### config.mk
export PLATFORM = sky130hd
export DESIGN_NAME = transfer_output_record_parser
export DESIGN_NICKNAME = d
export VERILOG_FILES = /design/src/sv/torp_pkg.sv /design/src/sv/torp_front.sv /design/src/sv/torp_queue.sv /design/src/sv/torp_back.sv /design/src/sv/transfer_output_record_parser.sv
export SDC_FILE = /design/constraint.sdc
export NUM_CORES = 1
export LEC_CHECK = 0
export ABC_CLOCK_PERIOD_IN_PS = 22300
export BUFFER_PORTS_ARGS = -buffer_cell sky130_fd_sc_hd__buf_2
export CORE_MARGIN = 5
export CORE_UTILIZATION = 45
export CTS_CLUSTER_SIZE = 10
export DETAILED_ROUTE_END_ITERATION = 16
export RECOVER_POWER = 100
export SYNTH_ARGS = -nofsm -noshare
export SYNTH_HDL_FRONTEND = slang
export SYNTH_SLANG_ARGS = --single-unit
### constraint.sdc
create_clock -name clk_i -period 22.3 [get_ports clk_i]
set_clock_uncertainty 0.2 [all_clocks]
set_input_delay 2.23 -clock clk_i [delete_from_list [all_inputs] [get_ports clk_i]]
set_output_delay 2.23 -clock clk_i [all_outputs]
set_load 0.01 [all_outputs]
### src/sv/torp_pkg.sv
package torp_pkg;

  // One byte word as it travels from the front end to the parser.
  typedef struct packed {
    logic       first;  // opens a transaction
    logic       last;   // closes a transaction
    logic [7:0] data;
  } torp_word_t;

  // Fill status of the byte queue.
  typedef struct packed {
    logic full;
    logic empty;
  } torp_qstat_t;

  localparam int unsigned QUEUE_DEPTH = 4;
  localparam int unsigned QPTR_W      = $clog2(QUEUE_DEPTH);

endpackage

### src/sv/torp_front.sv
module torp_front (
  input  logic                  clk_i,
  input  logic                  rst_ni,
  input  logic                  valid_i,
  input  logic [7:0]            data_byte_i,
  input  logic                  last_byte_i,
  output logic                  ready_o,
  output logic                  word_valid_o,
  output torp_pkg::torp_word_t  word_o,
  input  logic                  word_ready_i
);

  logic first_q, first_d;

  assign ready_o      = word_ready_i;
  assign word_valid_o = valid_i;

  always_comb begin
    word_o.first = first_q;
    word_o.last  = last_byte_i;
    word_o.data  = data_byte_i;
  end

  // Mark the word after a closing word as the opening word of the next transaction.
  always_comb begin
    first_d = first_q;
    if (valid_i && word_ready_i) begin
      first_d = last_byte_i;
    end
  end

  always_ff @(posedge clk_i or negedge rst_ni) begin
    if (!rst_ni) begin
      first_q <= 1'b1;
    end else begin
      first_q <= first_d;
    end
  end

endmodule

### src/sv/torp_queue.sv
module torp_queue (
  input  logic                  clk_i,
  input  logic                  rst_ni,
  input  logic                  push_i,
  input  torp_pkg::torp_word_t  push_word_i,
  input  logic                  pop_i,
  output torp_pkg::torp_word_t  pop_word_o,
  output torp_pkg::torp_qstat_t stat_o
);

  localparam int unsigned CNT_W = torp_pkg::QPTR_W + 1;

  torp_pkg::torp_word_t           mem_q [torp_pkg::QUEUE_DEPTH];
  logic [torp_pkg::QPTR_W-1:0]    wr_ptr_q, wr_ptr_d;
  logic [torp_pkg::QPTR_W-1:0]    rd_ptr_q, rd_ptr_d;
  logic [CNT_W-1:0]               count_q, count_d;

  assign stat_o.full  = (count_q == CNT_W'(torp_pkg::QUEUE_DEPTH));
  assign stat_o.empty = (count_q == '0);
  assign pop_word_o   = mem_q[rd_ptr_q];

  always_comb begin
    wr_ptr_d = wr_ptr_q;
    rd_ptr_d = rd_ptr_q;
    count_d  = count_q;
    if (push_i) begin
      wr_ptr_d = wr_ptr_q + 1'b1;
    end
    if (pop_i) begin
      rd_ptr_d = rd_ptr_q + 1'b1;
    end
    if (push_i && !pop_i) begin
      count_d = count_q + 1'b1;
    end else if (!push_i && pop_i) begin
      count_d = count_q - 1'b1;
    end
  end

  always_ff @(posedge clk_i) begin
    if (push_i) begin
      mem_q[wr_ptr_q] <= push_word_i;
    end
  end

  always_ff @(posedge clk_i or negedge rst_ni) begin
    if (!rst_ni) begin
      wr_ptr_q <= '0;
      rd_ptr_q <= '0;
      count_q  <= '0;
    end else begin
      wr_ptr_q <= wr_ptr_d;
      rd_ptr_q <= rd_ptr_d;
      count_q  <= count_d;
    end
  end

endmodule

### src/sv/torp_back.sv
module torp_back #(
  parameter int unsigned ADDRESS_BYTES  = 20,
  parameter int unsigned ASSET_ID_BYTES = 32
) (
  input  logic                 clk_i,
  input  logic                 rst_ni,
  input  logic                 word_valid_i,
  input  torp_pkg::torp_word_t word_i,
  output logic                 pop_o,
  input  logic [15:0]          output_count_i,
  input  logic                 check_locktime_i,
  input  logic [31:0]          expected_type_id_i,
  output logic                 out_valid_o,
  input  logic                 out_ready_i,
  output logic [2:0]           status_o,
  output logic [63:0]          amount_sum_o,
  output logic [31:0]          address_total_o
);

  localparam logic [2:0] PH_ASSET  = 3'd1;
  localparam logic [2:0] PH_TYPE   = 3'd2;
  localparam logic [2:0] PH_AMOUNT = 3'd3;
  localparam logic [2:0] PH_LOCK   = 3'd4;
  localparam logic [2:0] PH_THRESH = 3'd5;
  localparam logic [2:0] PH_NADDR  = 3'd6;
  localparam logic [2:0] PH_ADDR   = 3'd7;

  localparam logic [2:0] ST_OK        = 3'd0;
  localparam logic [2:0] ST_BUFEND    = 3'd1;
  localparam logic [2:0] ST_BADTYPE   = 3'd2;
  localparam logic [2:0] ST_LOCKED    = 3'd3;
  localparam logic [2:0] ST_BADTHRESH = 3'd4;

  localparam logic [6:0] ASSET_SZ = 7'(ASSET_ID_BYTES);
  localparam logic [6:0] ADDR_SZ  = 7'(ADDRESS_BYTES);

  logic [2:0]  phase_q, phase_d;
  logic [5:0]  cnt_q, cnt_d;
  logic [63:0] shift_q, shift_d;
  logic [31:0] thresh_q, thresh_d;
  logic [31:0] addr_left_q, addr_left_d;
  logic [15:0] recs_q, recs_d;
  logic [63:0] sum_q, sum_d;
  logic [31:0] addr_cnt_q, addr_cnt_d;
  logic        reported_q, reported_d;

  logic        out_valid_q, out_valid_d;
  logic [2:0]  status_q;
  logic [63:0] amount_sum_q;
  logic [31:0] address_total_q;

  logic [2:0]  ph_c;
  logic [5:0]  cnt_c;
  logic [63:0] shift_c, shift_n;
  logic [15:0] rec_c;
  logic [6:0]  cnt_inc, fsize;
  logic [31:0] al_dec;
  logic        st_v;
  logic [2:0]  st;
  logic [63:0] res_sum;
  logic [31:0] res_total;

  assign pop_o           = word_valid_i && (!out_valid_q || out_ready_i);
  assign out_valid_o     = out_valid_q;
  assign status_o        = status_q;
  assign amount_sum_o    = amount_sum_q;
  assign address_total_o = address_total_q;

  // Field context: a fresh record set on the opening word, the held one otherwise.
  always_comb begin
    if (word_i.first) begin
      ph_c    = PH_ASSET;
      cnt_c   = '0;
      shift_c = '0;
      rec_c   = output_count_i;
    end else begin
      ph_c    = phase_q;
      cnt_c   = cnt_q;
      shift_c = shift_q;
      rec_c   = recs_q;
    end
  end

  always_comb begin
    case (ph_c)
      PH_ASSET:  fsize = ASSET_SZ;
      PH_TYPE:   fsize = 7'd4;
      PH_AMOUNT: fsize = 7'd8;
      PH_LOCK:   fsize = 7'd8;
      PH_THRESH: fsize = 7'd4;
      PH_NADDR:  fsize = 7'd4;
      default:   fsize = ADDR_SZ;
    endcase
  end

  assign shift_n = {shift_c[55:0], word_i.data};
  assign cnt_inc = {1'b0, cnt_c} + 7'd1;
  assign al_dec  = addr_left_q - 32'd1;

  always_comb begin
    phase_d     = phase_q;
    cnt_d       = cnt_q;
    shift_d     = shift_q;
    thresh_d    = thresh_q;
    addr_left_d = addr_left_q;
    recs_d      = recs_q;
    sum_d       = sum_q;
    addr_cnt_d  = addr_cnt_q;
    reported_d  = reported_q;
    st_v        = 1'b0;
    st          = ST_OK;
    res_sum     = sum_q;
    res_total   = addr_cnt_q;

    if (pop_o && !reported_q) begin
      phase_d = ph_c;
      cnt_d   = cnt_c;
      shift_d = shift_c;
      recs_d  = rec_c;
      if (word_i.first && (output_count_i == '0)) begin
        st_v = 1'b1;
        st   = ST_OK;
      end else if (cnt_inc < fsize) begin
        cnt_d   = cnt_inc[5:0];
        shift_d = shift_n;
      end else begin
        cnt_d   = '0;
        shift_d = '0;
        case (ph_c)
          PH_ASSET: begin
            phase_d = PH_TYPE;
          end
          PH_TYPE: begin
            if (shift_n[31:0] != expected_type_id_i) begin
              st_v = 1'b1;
              st   = ST_BADTYPE;
            end else begin
              phase_d = PH_AMOUNT;
            end
          end
          PH_AMOUNT: begin
            sum_d   = sum_q + shift_n;
            phase_d = PH_LOCK;
          end
          PH_LOCK: begin
            if (check_locktime_i && (shift_n != '0)) begin
              st_v = 1'b1;
              st   = ST_LOCKED;
            end else begin
              phase_d = PH_THRESH;
            end
          end
          PH_THRESH: begin
            thresh_d = shift_n[31:0];
            phase_d  = PH_NADDR;
          end
          PH_NADDR: begin
            addr_left_d = shift_n[31:0];
            if (thresh_q > shift_n[31:0]) begin
              st_v = 1'b1;
              st   = ST_BADTHRESH;
            end else if (shift_n[31:0] == '0) begin
              recs_d = rec_c - 16'd1;
              if (recs_d == '0) begin
                st_v = 1'b1;
                st   = ST_OK;
              end else begin
                phase_d = PH_ASSET;
              end
            end else begin
              phase_d = PH_ADDR;
            end
          end
          default: begin
            if (addr_cnt_q != '1) begin
              addr_cnt_d = addr_cnt_q + 32'd1;
            end
            addr_left_d = al_dec;
            if (al_dec == '0) begin
              recs_d = rec_c - 16'd1;
              if (recs_d == '0) begin
                st_v = 1'b1;
                st   = ST_OK;
              end else begin
                phase_d = PH_ASSET;
              end
            end
          end
        endcase
      end
      if (!st_v && word_i.last) begin
        st_v = 1'b1;
        st   = ST_BUFEND;
      end
      if (st_v) begin
        reported_d = 1'b1;
      end
    end

    // Take the totals for the status word before the closing word drops them.
    res_sum   = sum_d;
    res_total = addr_cnt_d;

    // Drop all transaction state on the closing word.
    if (pop_o && word_i.last) begin
      phase_d     = PH_ASSET;
      cnt_d       = '0;
      shift_d     = '0;
      thresh_d    = '0;
      addr_left_d = '0;
      recs_d      = '0;
      sum_d       = '0;
      addr_cnt_d  = '0;
      reported_d  = 1'b0;
    end
  end

  always_comb begin
    out_valid_d = out_valid_q;
    if (out_ready_i) begin
      out_valid_d = 1'b0;
    end
    if (st_v) begin
      out_valid_d = 1'b1;
    end
  end

  always_ff @(posedge clk_i) begin
    if (st_v) begin
      status_q        <= st;
      amount_sum_q    <= res_sum;
      address_total_q <= res_total;
    end
  end

  always_ff @(posedge clk_i or negedge rst_ni) begin
    if (!rst_ni) begin
      phase_q     <= PH_ASSET;
      cnt_q       <= '0;
      shift_q     <= '0;
      thresh_q    <= '0;
      addr_left_q <= '0;
      recs_q      <= '0;
      sum_q       <= '0;
      addr_cnt_q  <= '0;
      reported_q  <= 1'b0;
      out_valid_q <= 1'b0;
    end else begin
      phase_q     <= phase_d;
      cnt_q       <= cnt_d;
      shift_q     <= shift_d;
      thresh_q    <= thresh_d;
      addr_left_q <= addr_left_d;
      recs_q      <= recs_d;
      sum_q       <= sum_d;
      addr_cnt_q  <= addr_cnt_d;
      reported_q  <= reported_d;
      out_valid_q <= out_valid_d;
    end
  end

endmodule

### src/sv/transfer_output_record_parser.sv
// Transfer output record parser. Feed a serialised transaction one byte word per cycle,
// with last_byte_i high on its final word; one status word comes out per transaction
// (ok, buffer end, bad type, locked, bad threshold) with the wrapping 64-bit amount sum
// and the saturating address count seen so far. Throughput is one byte per cycle while
// no status word waits to be taken, bound by the byte-at-a-time field shifter of the
// parser. The byte that decides a status word passes the four-word byte queue, then the
// parser's result register. Byte intake continues while a status word waits to be
// taken, until the queue fills. Write configuration only while the block is idle;
// output_count is sampled at each transaction's first byte.
module transfer_output_record_parser #(
  parameter int unsigned ADDRESS_BYTES  = 20,
  parameter int unsigned ASSET_ID_BYTES = 32
) (
  input  logic        clk_i,
  input  logic        rst_ni,
  // byte stream
  input  logic        in_valid_i,
  output logic        in_ready_o,
  input  logic [7:0]  data_byte_i,
  input  logic        last_byte_i,
  // status words
  output logic        out_valid_o,
  input  logic        out_ready_i,
  output logic [2:0]  status_o,
  output logic [63:0] amount_sum_o,
  output logic [31:0] address_total_o,
  // configuration writes
  input  logic        cfg_valid_i,
  output logic        cfg_ready_o,
  input  logic [1:0]  cfg_index_i,
  input  logic [31:0] cfg_data_i
);

  localparam logic [1:0] REG_OUTPUT_COUNT   = 2'd0;
  localparam logic [1:0] REG_CHECK_LOCKTIME = 2'd1;
  localparam logic [1:0] REG_EXPECTED_TYPE  = 2'd2;

  logic [15:0] output_count_q, output_count_d;
  logic        check_locktime_q, check_locktime_d;
  logic [31:0] expected_type_id_q, expected_type_id_d;

  logic                  front_valid;
  torp_pkg::torp_word_t  front_word;
  logic                  q_push;
  logic                  q_pop;
  torp_pkg::torp_word_t  q_word;
  torp_pkg::torp_qstat_t q_stat;

  // Configuration: always ready, ignore writes beyond the register list.
  assign cfg_ready_o = 1'b1;

  always_comb begin
    output_count_d     = output_count_q;
    check_locktime_d   = check_locktime_q;
    expected_type_id_d = expected_type_id_q;
    if (cfg_valid_i) begin
      case (cfg_index_i)
        REG_OUTPUT_COUNT:   output_count_d     = cfg_data_i[15:0];
        REG_CHECK_LOCKTIME: check_locktime_d   = cfg_data_i[0];
        REG_EXPECTED_TYPE:  expected_type_id_d = cfg_data_i;
        default:            ;
      endcase
    end
  end

  always_ff @(posedge clk_i or negedge rst_ni) begin
    if (!rst_ni) begin
      output_count_q     <= '0;
      check_locktime_q   <= 1'b0;
      expected_type_id_q <= 32'd7;
    end else begin
      output_count_q     <= output_count_d;
      check_locktime_q   <= check_locktime_d;
      expected_type_id_q <= expected_type_id_d;
    end
  end

  // Front end: tag each word with its transaction boundaries.
  torp_front u_front (
    .clk_i        (clk_i),
    .rst_ni       (rst_ni),
    .valid_i      (in_valid_i),
    .data_byte_i  (data_byte_i),
    .last_byte_i  (last_byte_i),
    .ready_o      (in_ready_o),
    .word_valid_o (front_valid),
    .word_o       (front_word),
    .word_ready_i (!q_stat.full)
  );

  assign q_push = front_valid && !q_stat.full;

  // Short queue decouples intake from the parser and its result register.
  torp_queue u_queue (
    .clk_i       (clk_i),
    .rst_ni      (rst_ni),
    .push_i      (q_push),
    .push_word_i (front_word),
    .pop_i       (q_pop),
    .pop_word_o  (q_word),
    .stat_o      (q_stat)
  );

  // Back end: field parser, checks, sums and the result register.
  torp_back #(
    .ADDRESS_BYTES  (ADDRESS_BYTES),
    .ASSET_ID_BYTES (ASSET_ID_BYTES)
  ) u_back (
    .clk_i              (clk_i),
    .rst_ni             (rst_ni),
    .word_valid_i       (!q_stat.empty),
    .word_i             (q_word),
    .pop_o              (q_pop),
    .output_count_i     (output_count_q),
    .check_locktime_i   (check_locktime_q),
    .expected_type_id_i (expected_type_id_q),
    .out_valid_o        (out_valid_o),
    .out_ready_i        (out_ready_i),
    .status_o           (status_o),
    .amount_sum_o       (amount_sum_o),
    .address_total_o    (address_total_o)
  );

  // The queue can never read as both full and empty.
  assert property (@(posedge clk_i) disable iff (!rst_ni)
    !(q_stat.full && q_stat.empty))
    else $error("byte queue full and empty at once");

  // The parser never draws a word from an empty queue.
  assert property (@(posedge clk_i) disable iff (!rst_ni)
    q_stat.empty |-> !q_pop)
    else $error("pop from empty byte queue");

  // A new status word only follows a word taken by the parser.
  assert property (@(posedge clk_i) disable iff (!rst_ni)
    $rose(out_valid_o) |-> $past(q_pop))
    else $error("status word without a parsed byte");

endmodule

# [Yosys cells after proc, flatten, opt, wreduce, memory -nomap -nowiden]
# Memories as Yosys holds them, arrays and structs flattened.
# Index checks and enable logic that the tools add are counted.
[classes] addsub=9 multipliers=0 div=0 n_lt_le_gt_ge=2 n_eq_ne=14 shifts=0 n_mux=82 bitwise_logic=1 reduce_logical=41
[ops] op="32-bit two-way mux" count=15
[ops] op="64-bit two-way mux" count=5
[ops] op="56-bit two-way mux" count=5
[ops] op="16-bit two-way mux" count=8
[ops] op="64-bit adder" count=1
[ops] op="32-bit logical NOT" count=2
[ops] op="32-bit case mux with 2 select lines" count=1
[ops] op="64-bit nonzero test" count=1
[ops] op="3-bit two-way mux" count=14
[ops] op="32-bit by 1-bit adder with 32-bit output (second input constant)" count=1
[ops] op="32-bit > comparator" count=1
[ops] op="16-bit logical NOT" count=2
[ops] op="32-bit inequality test" count=1
[ops] op="32-bit inequality test (second input constant)" count=1
[ops] op="16-bit case mux with 2 select lines" count=1
[ops] op="32-bit by 1-bit subtractor with 32-bit output (second input constant)" count=1
[ops] op="6-bit two-way mux" count=5
[ops] op="1-bit two-way mux" count=22
[ops] op="3-bit case mux with 6 select lines" count=1
[ops] op="6-bit case mux with 3 select lines" count=1
[ops] op="16-bit by 1-bit subtractor with 16-bit output (second input constant)" count=1
[ops] op="3-bit equality test (second input constant)" count=4
[ops] op="2-bit nonzero test" count=5
[ops] op="1-bit logical AND" count=9
[ops] op="26 further kinds" count=41
[word_totals] regBits=399 latchBits=0 ramBits=40 mem_bits_ro=0 input_bits=48 output_inout_bits=102 n_memories=1
[memory_table] memory="u_queue.mem_q" depth=4 word_bits=10 rd=1 rd_clocked_by_memory_dff=0 wr=1 line="torp_queue.sv:13" text="torp_pkg::torp_word_t mem_q [torp_pkg::QUEUE_DEPTH];"

# [Logic depth before layout (Yosys ltp)]
# Gate-level depths: netlist of the first run.
# An unclocked memory read counts as a cell.
[logic_depth] word_depth=18 ltp_mapped=26 mapped_depth_nobuf=19

# [Hierarchy]
# From an unflattened synthesis of the first run, not the netlist that was laid out.
[hier_totals] hier_cells=2651 hier_area_um2=25754.7
[by_module_without_submodules] mod="torp_back" instances=1 cells_each=2440 area_per_inst_um2=21893.5 seq_area_each_um2=9054.9
[by_module_without_submodules] mod="transfer_output_record_parser" instances=1 cells_each=110 area_per_inst_um2=1885.6 seq_area_each_um2=1229.9
[by_module_without_submodules] mod="torp_queue" instances=1 cells_each=86 area_per_inst_um2=1840.5 seq_area_each_um2=1376.3
[by_module_without_submodules] mod="torp_front" instances=1 cells_each=15 area_per_inst_um2=135.1 seq_area_each_um2=26.3

# [Least setup slack after synthesis of the first run]
# Ideal clock, no wire load.
[synth_timing] path_kind="register -> register" from="register u_queue.rd_ptr_q[0] in the netlist's numbering" to="register u_back.address_total_q[0], in the netlist u_back.address_total_o[0], enable pin" arrival_time_ns=7.296 t_required_ns=21.624 slack_ns=14.328 stages_incl_launch_ff=21 path_buffers=8 period_less_slack_ns=7.972 cell_sequence="dfrtp_1 -> buf_6 -> mux4_2 -> buf_2 -> buf_6 -> buf_2 -> buf_2 -> buf_1 -> clkbuf_1 -> mux2i_1 -> ha_1 -> clkbuf_1 -> nor3b_1 -> xnor2_1 -> nor2_1 -> a2111oi_0 -> nand4_1 -> or4_1 -> o21bai_1 -> a31oi_1 -> o31a_1"
[synth_between] elab_chain_cells=16 word_cells_on_any_way=40 cone_classes="add/sub (2); order compare (2); eq/ne (7); mux (18); reduce/logical (10); memory (1)"
[synth_lines] element="start: declaration" line="torp_queue.sv:15" text="logic [torp_pkg::QPTR_W-1:0] rd_ptr_q, rd_ptr_d;"
[synth_lines] element="start signal: assignment" line="torp_queue.sv:52" text="rd_ptr_q <= rd_ptr_d;"
[synth_lines] element="memory 4 x 10 bit *"
[synth_lines] element="16-bit two-way mux" line="torp_back.sv:71" text="if (word_i.first) begin"
[synth_lines] element="16-bit by 1-bit subtractor with 16-bit output" line="torp_back.sv:163, torp_back.sv:180"
[synth_lines] element="16-bit logical NOT" line="torp_back.sv:164, torp_back.sv:181"
[synth_lines] element="1-bit two-way mux" line="torp_back.sv:164, torp_back.sv:181"
[synth_lines] element="1-bit two-way mux" line="torp_back.sv:162" text="end else if (shift_n[31:0] == '0) begin"
[synth_lines] element="1-bit two-way mux" line="torp_back.sv:159" text="if (thresh_q > shift_n[31:0]) begin"
[synth_lines] element="1-bit case mux with 4 select lines" line="torp_back.sv:129" text="case (ph_c)"
[synth_lines] element="1-bit two-way mux" line="torp_back.sv:123" text="end else if (cnt_inc < fsize) begin"
[synth_lines] element="1-bit two-way mux" line="torp_back.sv:120" text="if (word_i.first && (output_count_i == '0)) begin"
[synth_lines] element="1-bit two-way mux" line="torp_back.sv:115" text="if (pop_o && !reported_q) begin"
[synth_lines] element="1-bit logical NOT" line="torp_back.sv:191" text="if (!st_v && word_i.last) begin"
[synth_lines] element="1-bit logical AND" line="torp_back.sv:191"
[synth_lines] element="1-bit two-way mux *" line="torp_back.sv:191"
[synth_lines] element="1-bit two-way mux * (2 in series)" line="torp_back.sv:115"
[synth_lines] element="end signal: assignment" line="torp_back.sv:232" text="address_total_q <= res_total;"
[synth_lines] element="end: declaration" line="torp_back.sv:50" text="logic [31:0] address_total_q;"
# Mark *: on every way between the ends. The rest lies on a longest branch, timed or not. The select of a mux whose other input is x is not followed.
# A chain may end at the register's enable or synchronous reset.

# [Final worst setup path of the first run]
[layout_timing] from="register u_queue.rd_ptr_q[1] in the netlist's numbering" to="register u_back.amount_sum_q[4], in the netlist u_back.amount_sum_o[4], enable pin"
[layout_between] elab_chain_cells=16 word_cells_on_any_way=40 cone_classes="add/sub (2); order compare (2); eq/ne (7); mux (18); reduce/logical (10); memory (1)"
[layout_lines] element="memory 4 x 10 bit *"
[layout_lines] element="16-bit two-way mux" line="torp_back.sv:71"
[layout_lines] element="16-bit by 1-bit subtractor with 16-bit output" line="torp_back.sv:163, torp_back.sv:180"
[layout_lines] element="16-bit logical NOT" line="torp_back.sv:164, torp_back.sv:181"
[layout_lines] element="1-bit two-way mux" line="torp_back.sv:164, torp_back.sv:181"
[layout_lines] element="1-bit two-way mux" line="torp_back.sv:162"
[layout_lines] element="1-bit two-way mux" line="torp_back.sv:159"
[layout_lines] element="1-bit case mux with 4 select lines" line="torp_back.sv:129"
[layout_lines] element="1-bit two-way mux" line="torp_back.sv:123"
[layout_lines] element="1-bit two-way mux" line="torp_back.sv:120"
[layout_lines] element="1-bit two-way mux" line="torp_back.sv:115"
[layout_lines] element="1-bit logical NOT" line="torp_back.sv:191"
[layout_lines] element="1-bit logical AND" line="torp_back.sv:191"
[layout_lines] element="1-bit two-way mux *" line="torp_back.sv:191"
[layout_lines] element="1-bit two-way mux * (2 in series)" line="torp_back.sv:115"
[layout_lines] element="end signal: assignment" line="torp_back.sv:231" text="amount_sum_q <= res_sum;"
[layout_lines] element="end: declaration" line="torp_back.sv:49" text="logic [63:0] amount_sum_q;"
# Marked as above.

==> impl_metrics.tcl, run 1 <==
set metrics [dict create \
    status "finished, violations left" \
    violations "capacitance limit, slew limit" \
    fin_crit_ps 10070 \
    p_leak_nw 12.21 \
    async_reset_ff_frac 0.6834 \
    fin_setup_tns_ps 0 \
    area_growth_pct 10.94 \
    vdd_drop_max_mv 0.09340 \
    postPlaceCellArea_mm2 0.02647 \
    dpl.cell_count 3380 \
    grt_usage 0.2331 \
    synth_edf_count 139 \
    grt_max_degree 144 \
    fin_crit_sh 0.4517 \
    p_sw_w 0.001096 \
    final_cell_mix "295 x dfrtp_1, 279 x nand2_1, 209 x nor2_1" \
    cts.sinks 439 \
    pwr-share-clk 0.285 \
    rsz0062_at_grt "no" \
    root_buffer "clkbuf_16" \
    netlist_top_cells_area "dfrtp_1 29%, edfxtp_1 17%, ha_1 5.4%" \
    synth.avg_cell_area_um2 9.671 \
    critPathKind "reg -> reg" \
    nets 2846 \
    sequentialPowerShare 0.394 \
    arrival_ps 10000 \
    finalMaxSlewViolations 521 \
    max_cap_violations 9 \
    wl_per_cell_um 20.68 \
    initial_core_util 0.4552 \
    synth_ff_type "dfrtp_1" \
    final_common_cell "dfrtp_1" \
    synth.largest_area_cell "dfrtp_1" \
    die_width_um 246.3 \
    finalHoldWorstSlack_ps 321.8 \
    vias 20430 \
    finalNonFillerCells 3478 \
    cts_buffers 53 \
    p_per_area_mw_per_mm2 103.2 \
    synth_area_mm2 0.02513 \
    synth_top_area_share 0.2938 \
    cp_max_fo 75 \
    cp.required_ps 22220 \
    antenna_found_initial 1 \
    core.rowCount 86 \
    synthDistinctLibCells 89 \
    critPathLaunchType "flop" \
    cts_tree "yes" \
    cts_max_level 2 \
    drt-initial-drc-count 1716 \
    clk_pin_slew_worst_paths_ps 60 \
    die_h_um 246.3 \
    crit_path_end_kind "flop" \
    holdPathStages 2 \
    synth_nets 2757 \
    hpwl_um 51530 \
    vias_per_cell 5.875 \
    yosysWarnings 0 \
    post-route-cell-area_mm2 0.02787 \
    reg2reg_from "u_queue.rd_ptr_q[1]" \
    ys_seq_area_frac 0.4652 \
    cts_buffer_depth 3 \
    grt_pass1_vias 20190 \
    gp_congestion 0.9188 \
    hp-class "reg -> reg" \
    holdCritStartpoint "u_back.thresh_q[3]" \
    ctsResizeCount 0 \
    swShare 0.3813 \
    finalSetupViolCount 0 \
    ios 150 \
    portBuffers 148 \
    slew_headroom -2.559 \
    ys_seq_elements 439 \
    drcViolationCount 0 \
    drive_gt1_frac 0.07768 \
    die_area_mm2 0.06066 \
    reg2reg_depth 14 \
    hold_buffers 0 \
    r2r_setup_slack_ps 12230 \
    hold_viol 0 \
    dr.pass1.iters 5 \
    core_area_mm2 0.05520 \
    intPower_w 0.001779 \
    startpoint "u_queue.rd_ptr_q[1]" \
    fmax_ghz 0.09928 \
    netlist_instances 2598 \
    grt-ovfl-total 0 \
    grt_first_pass_wirelength_um 113600 \
    wirelength_um 71910 \
    tightest_slew_ps 5339 \
    comb_power_share 0.320 \
    ant_nets 0 \
    cts_setup_buffers 0 \
    clock_latency_ps 620 \
]
==> cell families after synthesis <==
| kind of cell | synth area share |
|---|---|
| other cells | 0.0001493 |
| fa+ha+maj | 0.05587 |
| xor+xnor | 0.04392 |
| compound gates | 0.1637 |
| buf+inv | 0.03341 |
| mux | 0.04890 |
| flops | 0.4652 |
| simple gates | 0.1888 |
==> worst max-delay path, cell delays in order (launching register included) <==
cell      delay, ps
dfrtp_1         780
mux2i_1         260
mux2_1         1350
nand2_1         560
ha_1            470
nand4_1         110
nor2_1          260
a21oi_1         120
o211a_1         140
o211ai_1        400
a21oi_1         240
or2_2           350
a31oi_1         250
o31a_1         1120
clkbuf_1       2790
==> sequential cells by signal, summed over array words and instances (netlist names), 2 cells and up <==
signal,count
u_back.sum_q,64
expected_type_id_q,32
u_back.address_total_o,32
u_back.phase_q,3
u_back.amount_sum_o,64
output_count_q,16
u_back.recs_q,16
u_back.status_o,3
u_back.addr_left_q,32
u_back.cnt_q,6
u_back.addr_cnt_q,32
u_back.thresh_q,32
u_queue.count_q,3
u_queue.rd_ptr_q,2
u_queue.mem_q,40
u_back.shift_q,56
u_queue.wr_ptr_q,2
==> final cells by class <==
class,instances,area (um2)
multi-input combinational,1949,12600
clock buffer,90,1545
sequential,439,11690
clock inverter,7,90.09
inverter,73,274.0
antenna,1,2.502
tap,748,935.9
fill,5134,27330
timing repair buffer,171,742.0
==> cells in the mapped netlist (7+ instances only) <==
master	n
edfxtp_1	139
mux2i_1	26
clkbuf_1	106
mux4_2	8
ha_1	109
a211oi_1	14
o21a_1	9
a31oi_1	41
xnor2_1	84
nor4_1	34
o31ai_1	14
and4_1	12
nand2b_1	14
dfrtp_1	295
mux2_2	70
inv_1	73
a221oi_1	10
o21ai_0	176
nand4_1	51
or3_1	13
o211ai_1	13
a22o_1	40
and2_1	87
a21o_1	46
nor3b_1	8
a21oi_1	188
o21bai_1	14
nand3_1	57
o22ai_1	11
nor2_1	210
or4_1	12
xor2_1	42
nor3_1	55
buf_1	11
nor2b_1	51
and3_1	28
nand2_1	281
o2111ai_1	7
buf_2	14
==> worst paths after layout <==
check,to
max reg2reg,u_back.amount_sum_o[4]
max in group asynchronous,u_back.sum_q[20]
max,u_back.amount_sum_o[4]
min in group asynchronous,u_queue.wr_ptr_q[1]
min,u_back.thresh_q[3]
min reg2reg,u_back.thresh_q[3]
==> power groups by stage <==
stage / combinational [W] / sequential, W / clock, W
final: 0.000921 / 0.00113 / 0.000820
after global routing: 0.00101 / 0.00115 / 0.000875
after CTS: 0.000954 / 0.00112 / 0.000843
after detailed placement: 0.000949 / 0.00114 / 0
after global placement: 0.000937 / 0.00113 / 0
after floorplan: 0.000595 / 0.00114 / 0
==> per-layer routing <==
layer	share of wire	GRT usage	vias to the layer above
met2	0.46	0.3770	746
met5	0	0	-
met3	0.073	0.04502	139
met1	0.44	0.3163	9888
li1	-	-	9660
met4	0.032	0.08090	0
==> through the flow <==
stage | power, W | utilization | setup WS [ps]
after floorplan | 0.001739 | - | 14330
after global placement | 0.002070 | 0.4795 | 15260
after detailed placement | 0.002085 | 0.4795 | 15070
after CTS | 0.002918 | 0.5091 | 15010
after global routing | 0.003041 | 0.5049 | 10870
final | 0.002875 | 0.5049 | 12230
(Power assumes the default switching activity.)
==> run 2, diff against run 1 <==
--- a/config.mk
+++ b/config.mk
@@ -5,7 +5,8 @@
 export SDC_FILE = /design/constraint.sdc
 export NUM_CORES = 1
 export LEC_CHECK = 0
-export ABC_CLOCK_PERIOD_IN_PS = 22300
+export ABC_AREA = 1
+export ABC_CLOCK_PERIOD_IN_PS = 9250
 export BUFFER_PORTS_ARGS = -buffer_cell sky130_fd_sc_hd__buf_2
 export CORE_MARGIN = 5
 export CORE_UTILIZATION = 45
==> constraint.sdc (replaced) <==
create_clock -name clk_i -period 9.25 [get_ports clk_i]
set_clock_uncertainty 0.2 [all_clocks]
set_input_delay 0.925 -clock clk_i [delete_from_list [all_inputs] [get_ports clk_i]]
set_output_delay 0.925 -clock clk_i [all_outputs]
set_load 0.01 [all_outputs]
==> run 2 against run 1 <==
Effect of this change:
- the run still ends with capacitance limit, slew limit left
- sequential cell count unchanged
- cell count increased by 21%
- critical path type unchanged
- highest routed layer is now met5
- global-route usage increased by 1.5 points
- synthesized area increased by 4.4%
- sequential share of layout area decreased by 1.6 points
==> impl_metrics.tcl, run 2 <==
set metrics [dict create \
    hold_viol 0 \
    holdCritStartpoint "u_back.recs_q[8]" \
    synth.largest_area_cell "dfrtp_1" \
    synth_edf_count 139 \
    crit_chain "inv_2 -> nand2_1 -> nand3_1 -> nand2_4 -> inv_1 -> nor2_1 -> nand3_2 -> nand2_1 -> inv_1 -> nand2_4 -> nor2_1 -> inv_1 -> ha_1 -> a21oi_1 -> o21ai_1 -> clkinv_1 -> nand2_2 -> inv_2 -> nor2_8 -> nand4_1 -> clkbuf_1 -> o22ai_1" \
    max_stage_delay_ps 1180 \
    portBuffers 148 \
    critPathLaunchType "flop" \
    synth_top_area_share 0.2814 \
    cp_max_fo 53 \
    gp_congestion 0.9379 \
    drt-initial-drc-count 1685 \
    finalHoldWorstSlack_ps 280.9 \
    grt_max_degree 103 \
    synth_ff_type "dfrtp_1" \
    clock_latency_ps 610 \
    wl_per_cell_um 19.15 \
    max_cap_violations 6 \
    grt_pass1_vias 22390 \
    root_buffer "clkbuf_16" \
    ant_nets 0 \
    synth_area_mm2 0.02624 \
    synth_most_common_cell "nand2_1" \
    p_leak_nw 13.67 \
    cts_setup_buffers 0 \
    final_cell_mix "681 x nand2_1, 447 x inv_1, 312 x nor2_1" \
    nets 3549 \
    reg2reg_from "u_queue.rd_ptr_q[0]" \
    drive_gt1_frac 0.07316 \
    crit_path_end_kind "flop" \
    clk_pin_slew_worst_paths_ps 60 \
    vias 22780 \
    yosysWarnings 0 \
    critPathTopFamily "buffers and inverters" \
    synth_nets 3430 \
    slew_headroom -3.117 \
    synth.avg_cell_area_um2 8.021 \
    fin_crit_ps 7821 \
    arrival_ps 8030 \
    cp_common_cell "inv_1" \
    die_h_um 251.5 \
    cp.required_ps 9460 \
    grt_usage 0.2479 \
    cts_max_level 2 \
    holdPathStages 2 \
    grt_first_pass_wirelength_um 126200 \
    dr.pass1.iters 6 \
    critical_path_buf_inv_count 7 \
    vias_per_cell 5.428 \
    worstReg2RegEnd "u_back.thresh_q[29]" \
    antenna_found_initial 1 \
    cts.sinks 439 \
    critPathKind "reg -> reg" \
    initial_core_util 0.4548 \
    reg2reg_depth 22 \
    fin_crit_sh 0.8455 \
    hpwl_um 60020 \
    grt-ovfl-total 0 \
    finalMaxSlewViolations 367 \
    fmax_ghz 0.1279 \
    violations "capacitance limit, slew limit" \
    ys_seq_elements 439 \
    core_area_mm2 0.05770 \
    cts_buffers 52 \
    antenna_cells 0 \
    ys_seq_area_frac 0.4454 \
    die_area_mm2 0.06323 \
    wirelength_um 80340 \
    drcViolationCount 0 \
    tightest_slew_ps 6176 \
    netlist_instances 3271 \
    final_common_cell "nand2_1" \
    ios 150 \
    ctsResizeCount 0 \
    yosys-top-cells-count "679 x nand2_1, 445 x inv_1, 310 x nor2_1" \
    cts_buffer_depth 3 \
    netlist_top_cells_area "dfrtp_1 28%, edfxtp_1 16%, nand2_1 9.7%" \
    cp_slowest_cell "clkbuf_1" \
    rsz0062_at_grt "no" \
    vdd_drop_max_mv 0.2069 \
    cts_tree "yes" \
    async_reset_ff_frac 0.6834 \
    hold_buffers 0 \
    synthDistinctLibCells 62 \
    area_growth_pct 10.56 \
    holdPathEnd "u_back.recs_q[8]" \
    r2r_setup_slack_ps 1430 \
    startpoint "u_queue.rd_ptr_q[0]" \
    p_per_area_mw_per_mm2 248.7 \
    core.rowCount 88 \
    power_w 0.007215 \
    finalSetupViolCount 0 \
    status "finished, violations left" \
    hp-class "reg -> reg" \
    fin_setup_tns_ps 0 \
    die_width_um 251.5 \
]
[run 2: worst max-delay path by stage]
stage,end,depth (start not counted)
6_report,u_back.thresh_q[29],22
2_1_floorplan,u_back.address_total_o[0],25
5_1_grt,u_back.amount_sum_o[63],23
3_5_place_dp,u_back.address_total_o[17],24
4_1_cts,u_back.amount_sum_o[6],24
3_3_place_gp,u_back.amount_sum_o[7],24
[run 2: through the flow]
step	utilization	std cells	area (um2)	worst slack (ps)
global route	0.5028	4196	29010	756.6
CTS	0.5066	4196	29230	2154
detailed placement	0.4789	4101	27630	2211
floorplan	-	3271	26240	4312
finish	0.5028	4196	29010	1429
global placement	0.4789	4101	27630	2332
[run 2: report_power, final]
group	internal [W]	switching (W)	total (W)
registers	0.00242	0.000169	0.00259
logic	0.000649	0.00204	0.00269
clock network	0.00111	0.000826	0.00194
[run 2: worst min-delay path: stages, from the launching register on]
cell	delay [ps]
dfrtp_1	340
nand2_1	50
nand2_1	60
[run 2: area by class of cell]
| type | instances | area [um2] |
|---|---|---|
| fill | 5797 | 28690 |
| tap | 765 | 957.2 |
| clock buffer | 91 | 1519 |
| timing repair buffer | 166 | 723.2 |
| inverter | 460 | 1730 |
| clock inverter | 4 | 80.08 |
| multi-input combinational | 2271 | 12310 |
| sequential | 439 | 11690 |
[run 2: kinds of logic (layout without fill, tap and decap cells)]
group | count (synthesis) | in the layout | share of synthesized area
AO/OA/AOI/OAI | 650 | 650 | 0.1400
flip-flops | 439 | 439 | 0.4454
multiplexers | 17 | 17 | 0.007248
adder cells (fa/ha/maj) | 111 | 111 | 0.05351
buffers and inverters | 561 | 721 | 0.08436
XOR/XNOR | 130 | 130 | 0.04340
AND/OR/NAND/NOR | 1362 | 1362 | 0.2259
other | 1 | 1 | 0.0001429
[run 2: layer usage]
metal | wire length [um] | global-route usage | share of wire | vias to the layer above
li1 | - | - | - | 11080
met1 | 36760 | 0.3491 | 0.46 | 10880
met2 | 36820 | 0.4048 | 0.46 | 680
met3 | 4674 | 0.03855 | 0.058 | 133
met4 | 2070 | 0.06269 | 0.026 | 2
met5 | 11 | 0 | 0.00014 | -
